$ cat config.mk
export PLATFORM = sky130hd
export DESIGN_NAME = multi_slot_interval_timer_unit
export DESIGN_NICKNAME = d
export VERILOG_FILES = /design/src/hdl/msit_pkg.sv /design/src/hdl/msit_ram.sv /design/src/hdl/msit_expiry.sv /design/src/hdl/multi_slot_interval_timer_unit.sv
export SDC_FILE = /design/constraint.sdc
export NUM_CORES = 1
export LEC_CHECK = 0
export BUFFER_PORTS_ARGS = -buffer_cell sky130_fd_sc_hd__buf_2
export CORE_MARGIN = 8
export CORE_UTILIZATION = 65
export DETAILED_ROUTE_END_ITERATION = 12
export PLACE_DENSITY = 0.82
export SYNTH_ARGS = -nofsm -noshare
export SYNTH_HDL_FRONTEND = slang
export SYNTH_SLANG_ARGS = --single-unit
$ cat constraint.sdc
create_clock -name clk -period 20.3 [get_ports clk]
set_input_delay 1.015 -clock clk [delete_from_list [all_inputs] [get_ports clk]]
set_output_delay 1.015 -clock clk [all_outputs]
set_load 0.005 [all_outputs]
$ cat src/hdl/msit_pkg.sv
// ----------------------------------------------------------------------------
// msit_pkg
// Shared widths, command kinds and result status codes of the interval timer.
// ----------------------------------------------------------------------------
package msit_pkg;

  localparam int TIME_W   = 32;
  localparam int KIND_W   = 2;
  localparam int ID_W     = 4;
  localparam int STATUS_W = 3;
  localparam int SLOT_W   = 3;

  localparam logic [KIND_W-1:0] KIND_START   = 2'd0;
  localparam logic [KIND_W-1:0] KIND_STOP    = 2'd1;
  localparam logic [KIND_W-1:0] KIND_RESTART = 2'd2;
  localparam logic [KIND_W-1:0] KIND_TICK    = 2'd3;

  localparam logic [STATUS_W-1:0] STAT_STARTED   = 3'd0;
  localparam logic [STATUS_W-1:0] STAT_NO_FREE   = 3'd1;
  localparam logic [STATUS_W-1:0] STAT_STOPPED   = 3'd2;
  localparam logic [STATUS_W-1:0] STAT_RESTARTED = 3'd3;
  localparam logic [STATUS_W-1:0] STAT_BAD_ID    = 3'd4;
  localparam logic [STATUS_W-1:0] STAT_EXPIRED   = 3'd5;
  localparam logic [STATUS_W-1:0] STAT_DONE      = 3'd6;

  typedef logic [TIME_W-1:0] time_ms_t;

endpackage

$ cat src/hdl/msit_ram.sv
// ----------------------------------------------------------------------------
// msit_ram
// Generic single-write, single-read RAM with registered read data.
// ----------------------------------------------------------------------------
module msit_ram #(
  parameter int WIDTH = 32,
  parameter int DEPTH = 8
) (
  input  logic                                      clk,
  input  logic                                      we,
  input  logic [((DEPTH > 1) ? $clog2(DEPTH) : 1)-1:0] waddr,
  input  logic [WIDTH-1:0]                          wdata,
  input  logic [((DEPTH > 1) ? $clog2(DEPTH) : 1)-1:0] raddr,
  output logic [WIDTH-1:0]                          rdata
);

  logic [WIDTH-1:0] mem_r [DEPTH];

  always_ff @(posedge clk) begin
    if (we) begin
      mem_r[waddr] <= wdata;
    end
    rdata <= mem_r[raddr];
  end

endmodule

$ cat src/hdl/msit_expiry.sv
// ----------------------------------------------------------------------------
// msit_expiry
// Shared subtract-and-compare unit: elapsed time against the slot period.
// ----------------------------------------------------------------------------
module msit_expiry
  import msit_pkg::*;
(
  input  time_ms_t now_ms,
  input  time_ms_t stamp_ms,
  input  time_ms_t interval,
  output logic     expired
);

  time_ms_t elapsed;

  // wrapping difference modulo 2^32
  assign elapsed = now_ms - stamp_ms;
  assign expired = (elapsed >= interval);

endmodule

$ cat src/hdl/multi_slot_interval_timer_unit.sv
// ----------------------------------------------------------------------------
// multi_slot_interval_timer_unit
// Table of SLOTS interval timers driven by commands carrying millisecond time.
// ----------------------------------------------------------------------------
// Start, stop and restart register the command in ST_IDLE and write their
// result to the output register from ST_START or ST_CMD. A tick scan visits
// each slot in turn: ST_RD reads its period, tick stamp and mode bits from the
// RAMs and ST_EVAL judges it in the single subtract-and-compare unit, then the
// done result follows. A result that cannot leave because the output register
// is still full holds the sequencer until it is taken. The input is not ready
// while a command is in progress. The slot table comes out of reset with every
// slot stopped; no clearing pass is needed.
module multi_slot_interval_timer_unit
  import msit_pkg::*;
#(
  parameter int SLOTS = 8
) (
  input  logic                clk,
  input  logic                rst_n,
  input  logic                in_valid,
  output logic                in_ready,
  input  logic [KIND_W-1:0]   in_kind,
  input  logic [TIME_W-1:0]   in_now_ms,
  input  logic [TIME_W-1:0]   in_period,
  input  logic                in_repeat_mode,
  input  logic                in_notify_enable,
  input  logic [ID_W-1:0]     in_slot_id,
  output logic                out_valid,
  input  logic                out_ready,
  output logic [STATUS_W-1:0] out_status,
  output logic [SLOT_W-1:0]   out_slot,
  output logic                out_last
);

  localparam int IW = (SLOTS > 1) ? $clog2(SLOTS) : 1;

  typedef enum logic [2:0] {
    ST_IDLE,
    ST_START,
    ST_CMD,
    ST_RD,
    ST_EVAL,
    ST_DONE
  } state_t;

  state_t              state_r, state_nxt;
  logic [IW-1:0]       idx_r;
  logic [SLOTS-1:0]    running_r;

  logic [KIND_W-1:0]   kind_r;
  time_ms_t            now_r;
  time_ms_t            period_r;
  logic                rep_r;
  logic                ntf_r;
  logic [ID_W-1:0]     id_r;

  logic                out_valid_r;
  logic [STATUS_W-1:0] out_status_r;
  logic [SLOT_W-1:0]   out_slot_r;
  logic                out_last_r;

  logic                out_free;
  logic                found;
  logic [IW-1:0]       free_idx;
  logic                id_bad;
  logic [IW-1:0]       id_idx;
  time_ms_t            int_rd;
  time_ms_t            tick_rd;
  logic [1:0]          mode_rd;
  logic                expired;
  logic                hit;
  logic                need_out;
  logic                go;
  logic                idx_end;

  logic                emit;
  logic [STATUS_W-1:0] em_status;
  logic [SLOT_W-1:0]   em_slot;
  logic                em_last;
  logic                int_we;
  logic                tick_we;
  logic [IW-1:0]       wr_addr;
  logic                run_set;
  logic                run_clr;
  logic [IW-1:0]       run_addr;
  logic                mode_we;

  assign in_ready   = (state_r == ST_IDLE);
  assign out_valid  = out_valid_r;
  assign out_status = out_status_r;
  assign out_slot   = out_slot_r;
  assign out_last   = out_last_r;

  assign out_free = !out_valid_r || out_ready;
  assign id_bad   = ({1'b0, id_r} >= 5'(SLOTS));
  assign id_idx   = id_r[IW-1:0];
  assign idx_end  = (idx_r == IW'(SLOTS - 1));

  // lowest slot not running
  always_comb begin
    found    = 1'b0;
    free_idx = '0;
    for (int i = SLOTS - 1; i >= 0; i--) begin
      if (!running_r[i]) begin
        found    = 1'b1;
        free_idx = IW'(i);
      end
    end
  end

  msit_ram #(.WIDTH(TIME_W), .DEPTH(SLOTS)) u_int_ram (
    .clk   (clk),
    .we    (int_we),
    .waddr (wr_addr),
    .wdata (period_r),
    .raddr (idx_r),
    .rdata (int_rd)
  );

  msit_ram #(.WIDTH(TIME_W), .DEPTH(SLOTS)) u_tick_ram (
    .clk   (clk),
    .we    (tick_we),
    .waddr (wr_addr),
    .wdata (now_r),
    .raddr (idx_r),
    .rdata (tick_rd)
  );

  // slot mode bits: periodic above notify, written by start only
  msit_ram #(.WIDTH(2), .DEPTH(SLOTS)) u_mode_ram (
    .clk   (clk),
    .we    (mode_we),
    .waddr (wr_addr),
    .wdata ({rep_r, ntf_r}),
    .raddr (idx_r),
    .rdata (mode_rd)
  );

  msit_expiry u_expiry (
    .now_ms   (now_r),
    .stamp_ms (tick_rd),
    .interval (int_rd),
    .expired  (expired)
  );

  assign hit      = running_r[idx_r] && expired;
  assign need_out = hit && mode_rd[0];
  assign go       = !need_out || out_free;

  always_comb begin
    state_nxt = state_r;
    emit      = 1'b0;
    em_status = STAT_DONE;
    em_slot   = '0;
    em_last   = 1'b1;
    int_we    = 1'b0;
    tick_we   = 1'b0;
    wr_addr   = idx_r;
    run_set   = 1'b0;
    run_clr   = 1'b0;
    run_addr  = idx_r;
    mode_we   = 1'b0;
    case (state_r)
      ST_IDLE: begin
        if (in_valid) begin
          case (in_kind)
            KIND_START:   state_nxt = ST_START;
            KIND_STOP:    state_nxt = ST_CMD;
            KIND_RESTART: state_nxt = ST_CMD;
            KIND_TICK:    state_nxt = ST_RD;
            default:      state_nxt = ST_IDLE;
          endcase
        end
      end
      ST_START: begin
        if (out_free) begin
          emit      = 1'b1;
          state_nxt = ST_IDLE;
          if (found) begin
            em_status = STAT_STARTED;
            em_slot   = SLOT_W'(free_idx);
            int_we    = 1'b1;
            tick_we   = 1'b1;
            wr_addr   = free_idx;
            run_set   = 1'b1;
            run_addr  = free_idx;
            mode_we   = 1'b1;
          end else begin
            em_status = STAT_NO_FREE;
          end
        end
      end
      ST_CMD: begin
        if (out_free) begin
          emit      = 1'b1;
          state_nxt = ST_IDLE;
          if (id_bad) begin
            em_status = STAT_BAD_ID;
          end else if (kind_r == KIND_STOP) begin
            em_status = STAT_STOPPED;
            em_slot   = SLOT_W'(id_idx);
            run_clr   = 1'b1;
            run_addr  = id_idx;
          end else begin
            em_status = STAT_RESTARTED;
            em_slot   = SLOT_W'(id_idx);
            tick_we   = 1'b1;
            wr_addr   = id_idx;
          end
        end
      end
      ST_RD: begin
        state_nxt = ST_EVAL;
      end
      ST_EVAL: begin
        if (go) begin
          if (hit) begin
            tick_we = 1'b1;
            run_clr = !mode_rd[1];
          end
          if (need_out) begin
            emit      = 1'b1;
            em_status = STAT_EXPIRED;
            em_slot   = SLOT_W'(idx_r);
            em_last   = 1'b0;
          end
          state_nxt = idx_end ? ST_DONE : ST_RD;
        end
      end
      ST_DONE: begin
        if (out_free) begin
          emit      = 1'b1;
          state_nxt = ST_IDLE;
        end
      end
      default: state_nxt = ST_IDLE;
    endcase
  end

  always_ff @(posedge clk) begin
    if (!rst_n) begin
      state_r     <= ST_IDLE;
      idx_r       <= '0;
      running_r   <= '0;
      out_valid_r <= 1'b0;
    end else begin
      state_r <= state_nxt;
      if (state_r == ST_IDLE && in_valid) begin
        idx_r    <= '0;
        kind_r   <= in_kind;
        now_r    <= in_now_ms;
        period_r <= in_period;
        rep_r    <= in_repeat_mode;
        ntf_r    <= in_notify_enable;
        id_r     <= in_slot_id;
      end else if (state_r == ST_EVAL && go && !idx_end) begin
        idx_r <= idx_r + 1'b1;
      end
      if (run_set) begin
        running_r[run_addr] <= 1'b1;
      end else if (run_clr) begin
        running_r[run_addr] <= 1'b0;
      end
      if (emit) begin
        out_valid_r  <= 1'b1;
        out_status_r <= em_status;
        out_slot_r   <= em_slot;
        out_last_r   <= em_last;
      end else if (out_ready) begin
        out_valid_r <= 1'b0;
      end
    end
  end

`ifndef SYNTHESIS
  a_running_quiet_when_idle: assert property (@(posedge clk) disable iff (!rst_n)
    (state_r == ST_IDLE) |=> $stable(running_r))
    else $error("slot table changed with no command in progress");

  a_emit_only_when_free: assert property (@(posedge clk) disable iff (!rst_n)
    emit |-> out_free)
    else $error("result overwrote an output register not yet taken");

  a_expired_not_last: assert property (@(posedge clk) disable iff (!rst_n)
    (out_valid_r && out_status_r == STAT_EXPIRED) |-> !out_last_r)
    else $error("expiry result marked as final");

  a_idx_in_range: assert property (@(posedge clk) disable iff (!rst_n)
    idx_r <= IW'(SLOTS - 1))
    else $error("scan index beyond slot table");
`endif

endmodule

### Word-level counts from Yosys, hierarchy flattened

Memories as Yosys holds them, arrays and structs flattened. A register that Yosys moved wholly into a read port is not among the register bits.
Index checks and enable logic that the tools add are counted.

* flip-flop bits (word level): 94
* memory bits (writable): 528
* bits of input ports: 76
* output and inout bits: 9
* word-level logic and storage cells: 142
* memories: 3

* add/subtract/negate cells: 2
* order comparisons: 5
* equal/unequal tests: 13
* muxes and demuxes: 79
* bitwise logic cells: 4
* reduce and logical (&&, ||, !) cells: 23

Memories
* u_int_ram.mem_r: words 8, bits a word 32, rd ports 1, clocked after memory_dff 1, wr ports 1, line msit_ram.sv:17 `logic [WIDTH-1:0] mem_r [DEPTH];`
* u_tick_ram.mem_r: words 8, bits a word 32, rd ports 1, clocked after memory_dff 1, wr ports 1, line msit_ram.sv:17
* u_mode_ram.mem_r: words 8, bits a word 2, rd ports 1, clocked after memory_dff 1, wr ports 1, line msit_ram.sv:17

Operators by type and width (number)
* two-way mux 3 bit: 29
* two-way mux 1 bit: 35
* >= comparator 32 bit: 1
* subtractor 32 bit: 1
* one-hot mux 3 bit (3 select lines): 3
* two-way mux 8 bit: 2
* one-hot mux 3 bit (2 select lines): 2
* one-hot mux 3 bit (4 select lines): 1
* == test 3 bit (second input constant): 3
* bitwise AND 8 bit: 1
* less-than comparator 3 x 4 -> 1 bit (second input constant): 2
* inverter 8 bit: 1
* bitwise OR 8 bit: 1
* == test 3 x 2 -> 1 bit (second input constant): 2
* logical AND 1 bit: 6
* AND reduction 2 bit: 3
* == test 2 x 1 -> 1 bit (second input constant): 2
* == test 2 bit (second input constant): 2
* >= comparator 4 bit (second input constant): 1
* logical NOT 1 bit: 4
* two-way mux 2 bit: 2
* != test 2 bit (second input constant): 2
* one-hot mux 1 bit (2 select lines): 2
* nonzero test 2 bit: 2
* 14 further kinds: 16

### Longest topological paths before layout

* depth in word-level cells: 19
* gate-level depth with buffers: 23
* gate-level depth less buffers: 23

### By module

From an unflattened synthesis, not the netlist that was laid out.

* cells, all modules: 1478
* area total of the unflattened synthesis: 27943.0 µm²

By module, submodules not included
* msit_ram (u_int_ram ...): times used 2, cells each 415, area each 10466.3 µm², seq. area each 8328.0 µm²
* multi_slot_interval_timer_unit: times used 1, cells each 237, area each 3662.3 µm², seq. area each 2672.6 µm²
* msit_expiry: times used 1, cells each 374, area each 2641.3 µm², seq. area each 0.0 µm²
* msit_ram (u_mode_ram): times used 1, cells each 37, area each 706.9 µm², seq. area each 520.5 µm²

### Worst setup path before layout

No wires, ideal clock.

* path type: reg2reg
* start point: reg now_r[0]
* end point: mem u_tick_ram.mem_r[0][0], enable pin
* library setup time: 0.421 ns
* data arrival time: 6.104 ns
* data required time: 19.879 ns
* slack: 13.775 ns
* stages on the path, launching flop included: 24
* buffers on the path: 0
* clock period less this slack: 6.525 ns
* cell sequence: edfxtp_1 inv_1 ha_1 inv_1 fa_1 a21o_1 a221oi_2 a2111oi_2 o31a_1 a311oi_2 nand2b_4 a211o_1 nand3b_1 xor2_1 ha_1 and3_1 nand3_1 nor4_1 a221oi_1 o211ai_1 a31oi_2 o41ai_1 nand3_1 nor2_1

* cells in the longest elaborated chain, start to end: 10
* elaborated cells on any way between the ends: 11
* those cells by class: add/sub: 1; order compare: 1; mux: 5; reduce/logical: 4

Ends and longest elaborated chain
* from (decl): line multi_slot_interval_timer_unit.sv:51 `time_ms_t now_r;`
* from (signal assigned): line multi_slot_interval_timer_unit.sv:251 `now_r <= in_now_ms;`
* subtractor 32 bit (*): line msit_expiry.sv:17 `assign elapsed = now_ms - stamp_ms;`
* >= comparator 32 bit (*): line msit_expiry.sv:18 `assign expired = (elapsed >= interval);`
* logical AND 1 bit (*): line multi_slot_interval_timer_unit.sv:146 `assign hit = running_r[idx_r] && expired;`
* logical AND 1 bit: line multi_slot_interval_timer_unit.sv:147 `assign need_out = hit && mode_rd[0];`
* logical NOT 1 bit: line multi_slot_interval_timer_unit.sv:148 `assign go = !need_out || out_free;`
* logical OR 1 bit: line multi_slot_interval_timer_unit.sv:148
* two-way mux 1 bit (*): line multi_slot_interval_timer_unit.sv:216 `if (go) begin`
* one-hot mux 1 bit (3 select lines) (*): line multi_slot_interval_timer_unit.sv:163 `case (state_r)`
* two-way mux 1 bit (*): line msit_ram.sv:20 `if (we) begin`
* two-way mux 1 bit (not written as such) (*): line msit_ram.sv:21 `mem_r[waddr] <= wdata;`
* to (decl): line msit_ram.sv:17

Every way passes the cells marked *; elsewhere a longest branch is shown, timed or not.

### Final worst setup path

* start point: reg now_r[0]
* end point: mem u_tick_ram.mem_r[2][16], enable pin

The elaborated chain is that of the path after synthesis.

==> impl_metrics.yaml <==
run_status:
  status: "complete, no violations"
logic_synthesis:
  synth_nets: 1570
  avgSynthCellArea_sq_um: 19.1
  seq_area_frac_synth_pct: 73.0
  ys_warn_count: 0
  synth_seq_cells: 688
  syn_area_sq_um: 27200
  synth_flop_cell: "edfxtp_1"
  syn_inst: 1427
  synth_edf_count: 607
  ys_types: 71
  async_reset_ff_share_pct: 0
layout:
  multiInputGateArea_sq_um: 6960
  drive_above_1_share_pct: 27.8
  diodes: 0
  fin_nets: 1694
  post-route-cell-area_sq_um: 30600
  fillers: 2381
  syn_to_final_growth_pct: 12.4
  seqCellArea_sq_um: 19900
  finalNonFillerCells: 2146
sta:
  skew_ns: 0.0164
  hold_ws_ns: 0.530
  timing.final.crit_share_pct: 34.2
  rsz0062_at_grt: "no"
  hold_viol: 0
  max_freq_ghz: 0.144
  timing.final.max_slew_violations: 0
  relSlewSlack_pct: 24.3
  worst_pin_slew_ns: 1.13
  finalSetupViolCount: 0
  setup_tns_ns: 0
  fin_crit_ns: 6.95
die:
  design.die.area_sq_um: 48600
  die_w_microns: 221
  initial_core_util_pct: 65.3
  io_pins: 85
  core_sq_um: 41700
  die_y_microns: 221
  rows: 75
detailed_routing:
  met2_length_microns: 26700
  dr.pass1.iters: 5
  wl_met3_microns: 3090
  drc_errors: 0
  drtAntennaViolNets: 0
  via_per_inst: 6.30
  wl_per_cell_microns: 24.9
  drtIter0Drc: 1387
  drt-met1-wl_microns: 22200
  top_layer: "met4"
  routed_wl_microns: 53500
  vias: 13500
worst_setup_path:
  worstSetupStartpointType: "register"
  crit_fanout: 32
  crit_type: "register to register"
  required_ns: 20.50
  end_kind: "register"
  cp.arrival_ns: 7.15
clock_network:
  clk_path_buf_depth: 3
  hold_buffers: 0
  clock_latency_ns: 0.59
  tritoncts: "yes"
  cts_num_sinks: 688
  numCtsBuffers: 68
  root_buffer: "clkbuf_16"
  htree_levels: 3
  cts_resized: 0
  post_cts_buffers: 0
  clkTransAtPathRegs_ns: 0.06
placed_design:
  gp_congestion: 0.853
  dp_cells: 2020
  port_buffers: 84
  dpl.hpwl_microns: 30300
  place_area_sq_um: 28300
power_and_ir_drop:
  clock_power_share_pct: 40.7
  p_sw_share_pct: 21.7
  power_density_nw_per_um2: 99.7
  p_sw_w: 0.000662
  peakVddDrop_mv: 0.0769
  seqPwrFrac_pct: 52.5
  p_leak_nw: 10.4
  p_int_w: 0.00238
  p_comb_share_pct: 6.8
global_routing:
  grt_overflow: 0
  grt_usage_pct: 22.8
  grt_pass1_wl_microns: 82400
  grt_max_degree: 73
  antenna_found_initial: 0
  grt_pass1_vias: 14100
run:
  cap_viol_max_count: 0
min_path:
  min_path_type: "register to register"
[critical path, stage by stage, from the launching register on]
cell       delay [ns]
edfxtp_1         0.51
inv_1            0.10
ha_1             0.17
inv_1            0.06
fa_1             0.40
a21o_1           0.20
a221oi_2         0.39
a2111oi_2        0.17
o31a_1           0.36
a311oi_2         0.35
nand2b_4         0.21
a211o_1          0.14
nand3b_1         0.10
xor2_1           0.16
ha_1             0.29
and3_1           0.15
nand3_1          0.12
nor4_1           0.47
a221oi_1         0.15
o211ai_1         0.14
a31oi_2          0.15
o41ai_1          0.42
nand3_1          0.35
nor2_4           0.97
[cell usage after synthesis (all sizes together), types with 3 or more instances]
library cell  number  area [sq um]
a21o              34           257
ha                66           826
nand4             11          68.8
and2               3          18.8
a21oi             40           208
a221o              7          70.1
xor2              12           105
or3                6          37.5
a221oi             3          38.8
a311oi             3          32.5
mux2              66           743
nor3              10          55.1
o21a              12          90.1
mux2i              3          30.0
buf               26           115
mux4             134          3020
and3               7          45.1
clkbuf            22          82.6
nand2             30           113
o41ai              3          26.3
nor2b              3          18.8
dfxtp             81          1620
inv               78           293
nand2b            16           108
o31ai             10          85.1
o21bai             3          22.5
a31oi              6          43.8
nor4               3          18.8
or2                4          25.0
o211ai             4          30.0
a211o              5          45.0
nand3             12          60.1
edfxtp           607         18200
o21ai             14          70.1
xnor2             18           158
nor2              40           150
[sequential cells by signal, summed over array words and instances, names as in the netlist, named ones only]
signal,count
state_r,3
u_mode_ram.mem_r,16
idx_r,3
u_tick_ram.rdata,32
u_int_ram.rdata,32
kind_r,2
out_valid,1
period_r,32
id_r,4
u_int_ram.mem_r,256
ntf_r,1
now_r,32
u_tick_ram.mem_r,256
out_last,1
u_mode_ram.rdata,2
out_slot,3
rep_r,1
out_status,3
[routing by layer]
metal	vias to the layer above	GRT usage, %
li1	5974	-
met1	6946	30.8
met2	490	37.8
met3	100	3.62
met4	0	8.09
met5	-	0
[logic make-up (layout without fill, tap and decap cells)]
logic type	count (synthesis)	after routing	share of synthesized area [%]
AND/OR/NAND/NOR	150	150	2.78
AO/OA/AOI/OAI	162	162	4.39
multiplexers	203	203	13.9
adder cells (fa/ha/maj)	67	67	3.11
buffers and inverters	127	307	1.82
XOR/XNOR	30	30	0.966
flip-flops	688	688	73.0
[power by group through the flow]
stage                     combinational (W)  sequential, W  clock [W]
final                              0.000206        0.00160    0.00124
after global routing               0.000226        0.00160    0.00132
after CTS                          0.000205        0.00160    0.00126
after detailed placement           0.000201        0.00163          0
after global placement             0.000195        0.00163          0
after floorplan                    0.000144        0.00162          0
[cells in the final DEF, fill, tap and decap left out, types with 4 or more instances in the layout]
cell        count
a211o_1         4
a21o_1         33
a21oi_1        38
a221o_1         7
a31oi_1         5
and3_1          6
buf_2          84
buf_4          18
bufinv_16       5
clkbuf_1       15
clkbuf_16      70
clkbuf_8        5
clkinv_1        8
clkinv_2       12
clkinvlp_4      4
dfxtp_1        78
edfxtp_1      607
ha_1           66
inv_1          78
inv_6           5
mux2_2         66
mux4_2        134
nand2_1        30
nand2b_1       15
nand3_1        12
nand4_1        11
nor2_1         26
nor2_4         14
nor3_1          9
o211ai_1        4
o21a_1         12
o21ai_0        12
o31ai_1         8
or3_1           6
xnor2_1        18
xor2_1         12
[layout make-up]
type,instances,share of cell area [%]
sequential,688,65.0
clock inverter,36,1.13
multi-input combinational,612,22.8
tap,539,2.21
inverter,79,0.970
timing repair buffer,102,1.82
clock buffer,90,6.14
[through the flow]
stage          setup slack [ns]  power [W]  util, %
4_1_cts                   13.32    0.00307     73.4
3_5_place_dp              13.36    0.00183     68.0
2_1_floorplan             13.78    0.00176        -
5_1_grt                   12.93    0.00315     73.4
6_report                  13.35    0.00305     73.4
3_3_place_gp              13.57    0.00182     68.0
[path summary, 6_finish.rpt]
kind / from / cells after the start / slack (ns) / endpoint
max reg2reg: now_r[0] / 23 / 13.35 / u_tick_ram.mem_r[2][16]
max: now_r[0] / 23 / 13.35 / u_tick_ram.mem_r[2][16]
min: register / 2 / 0.53 / register
min reg2reg: register / 2 / 0.53 / register
Note: power is estimated with default switching activity, not from simulation.
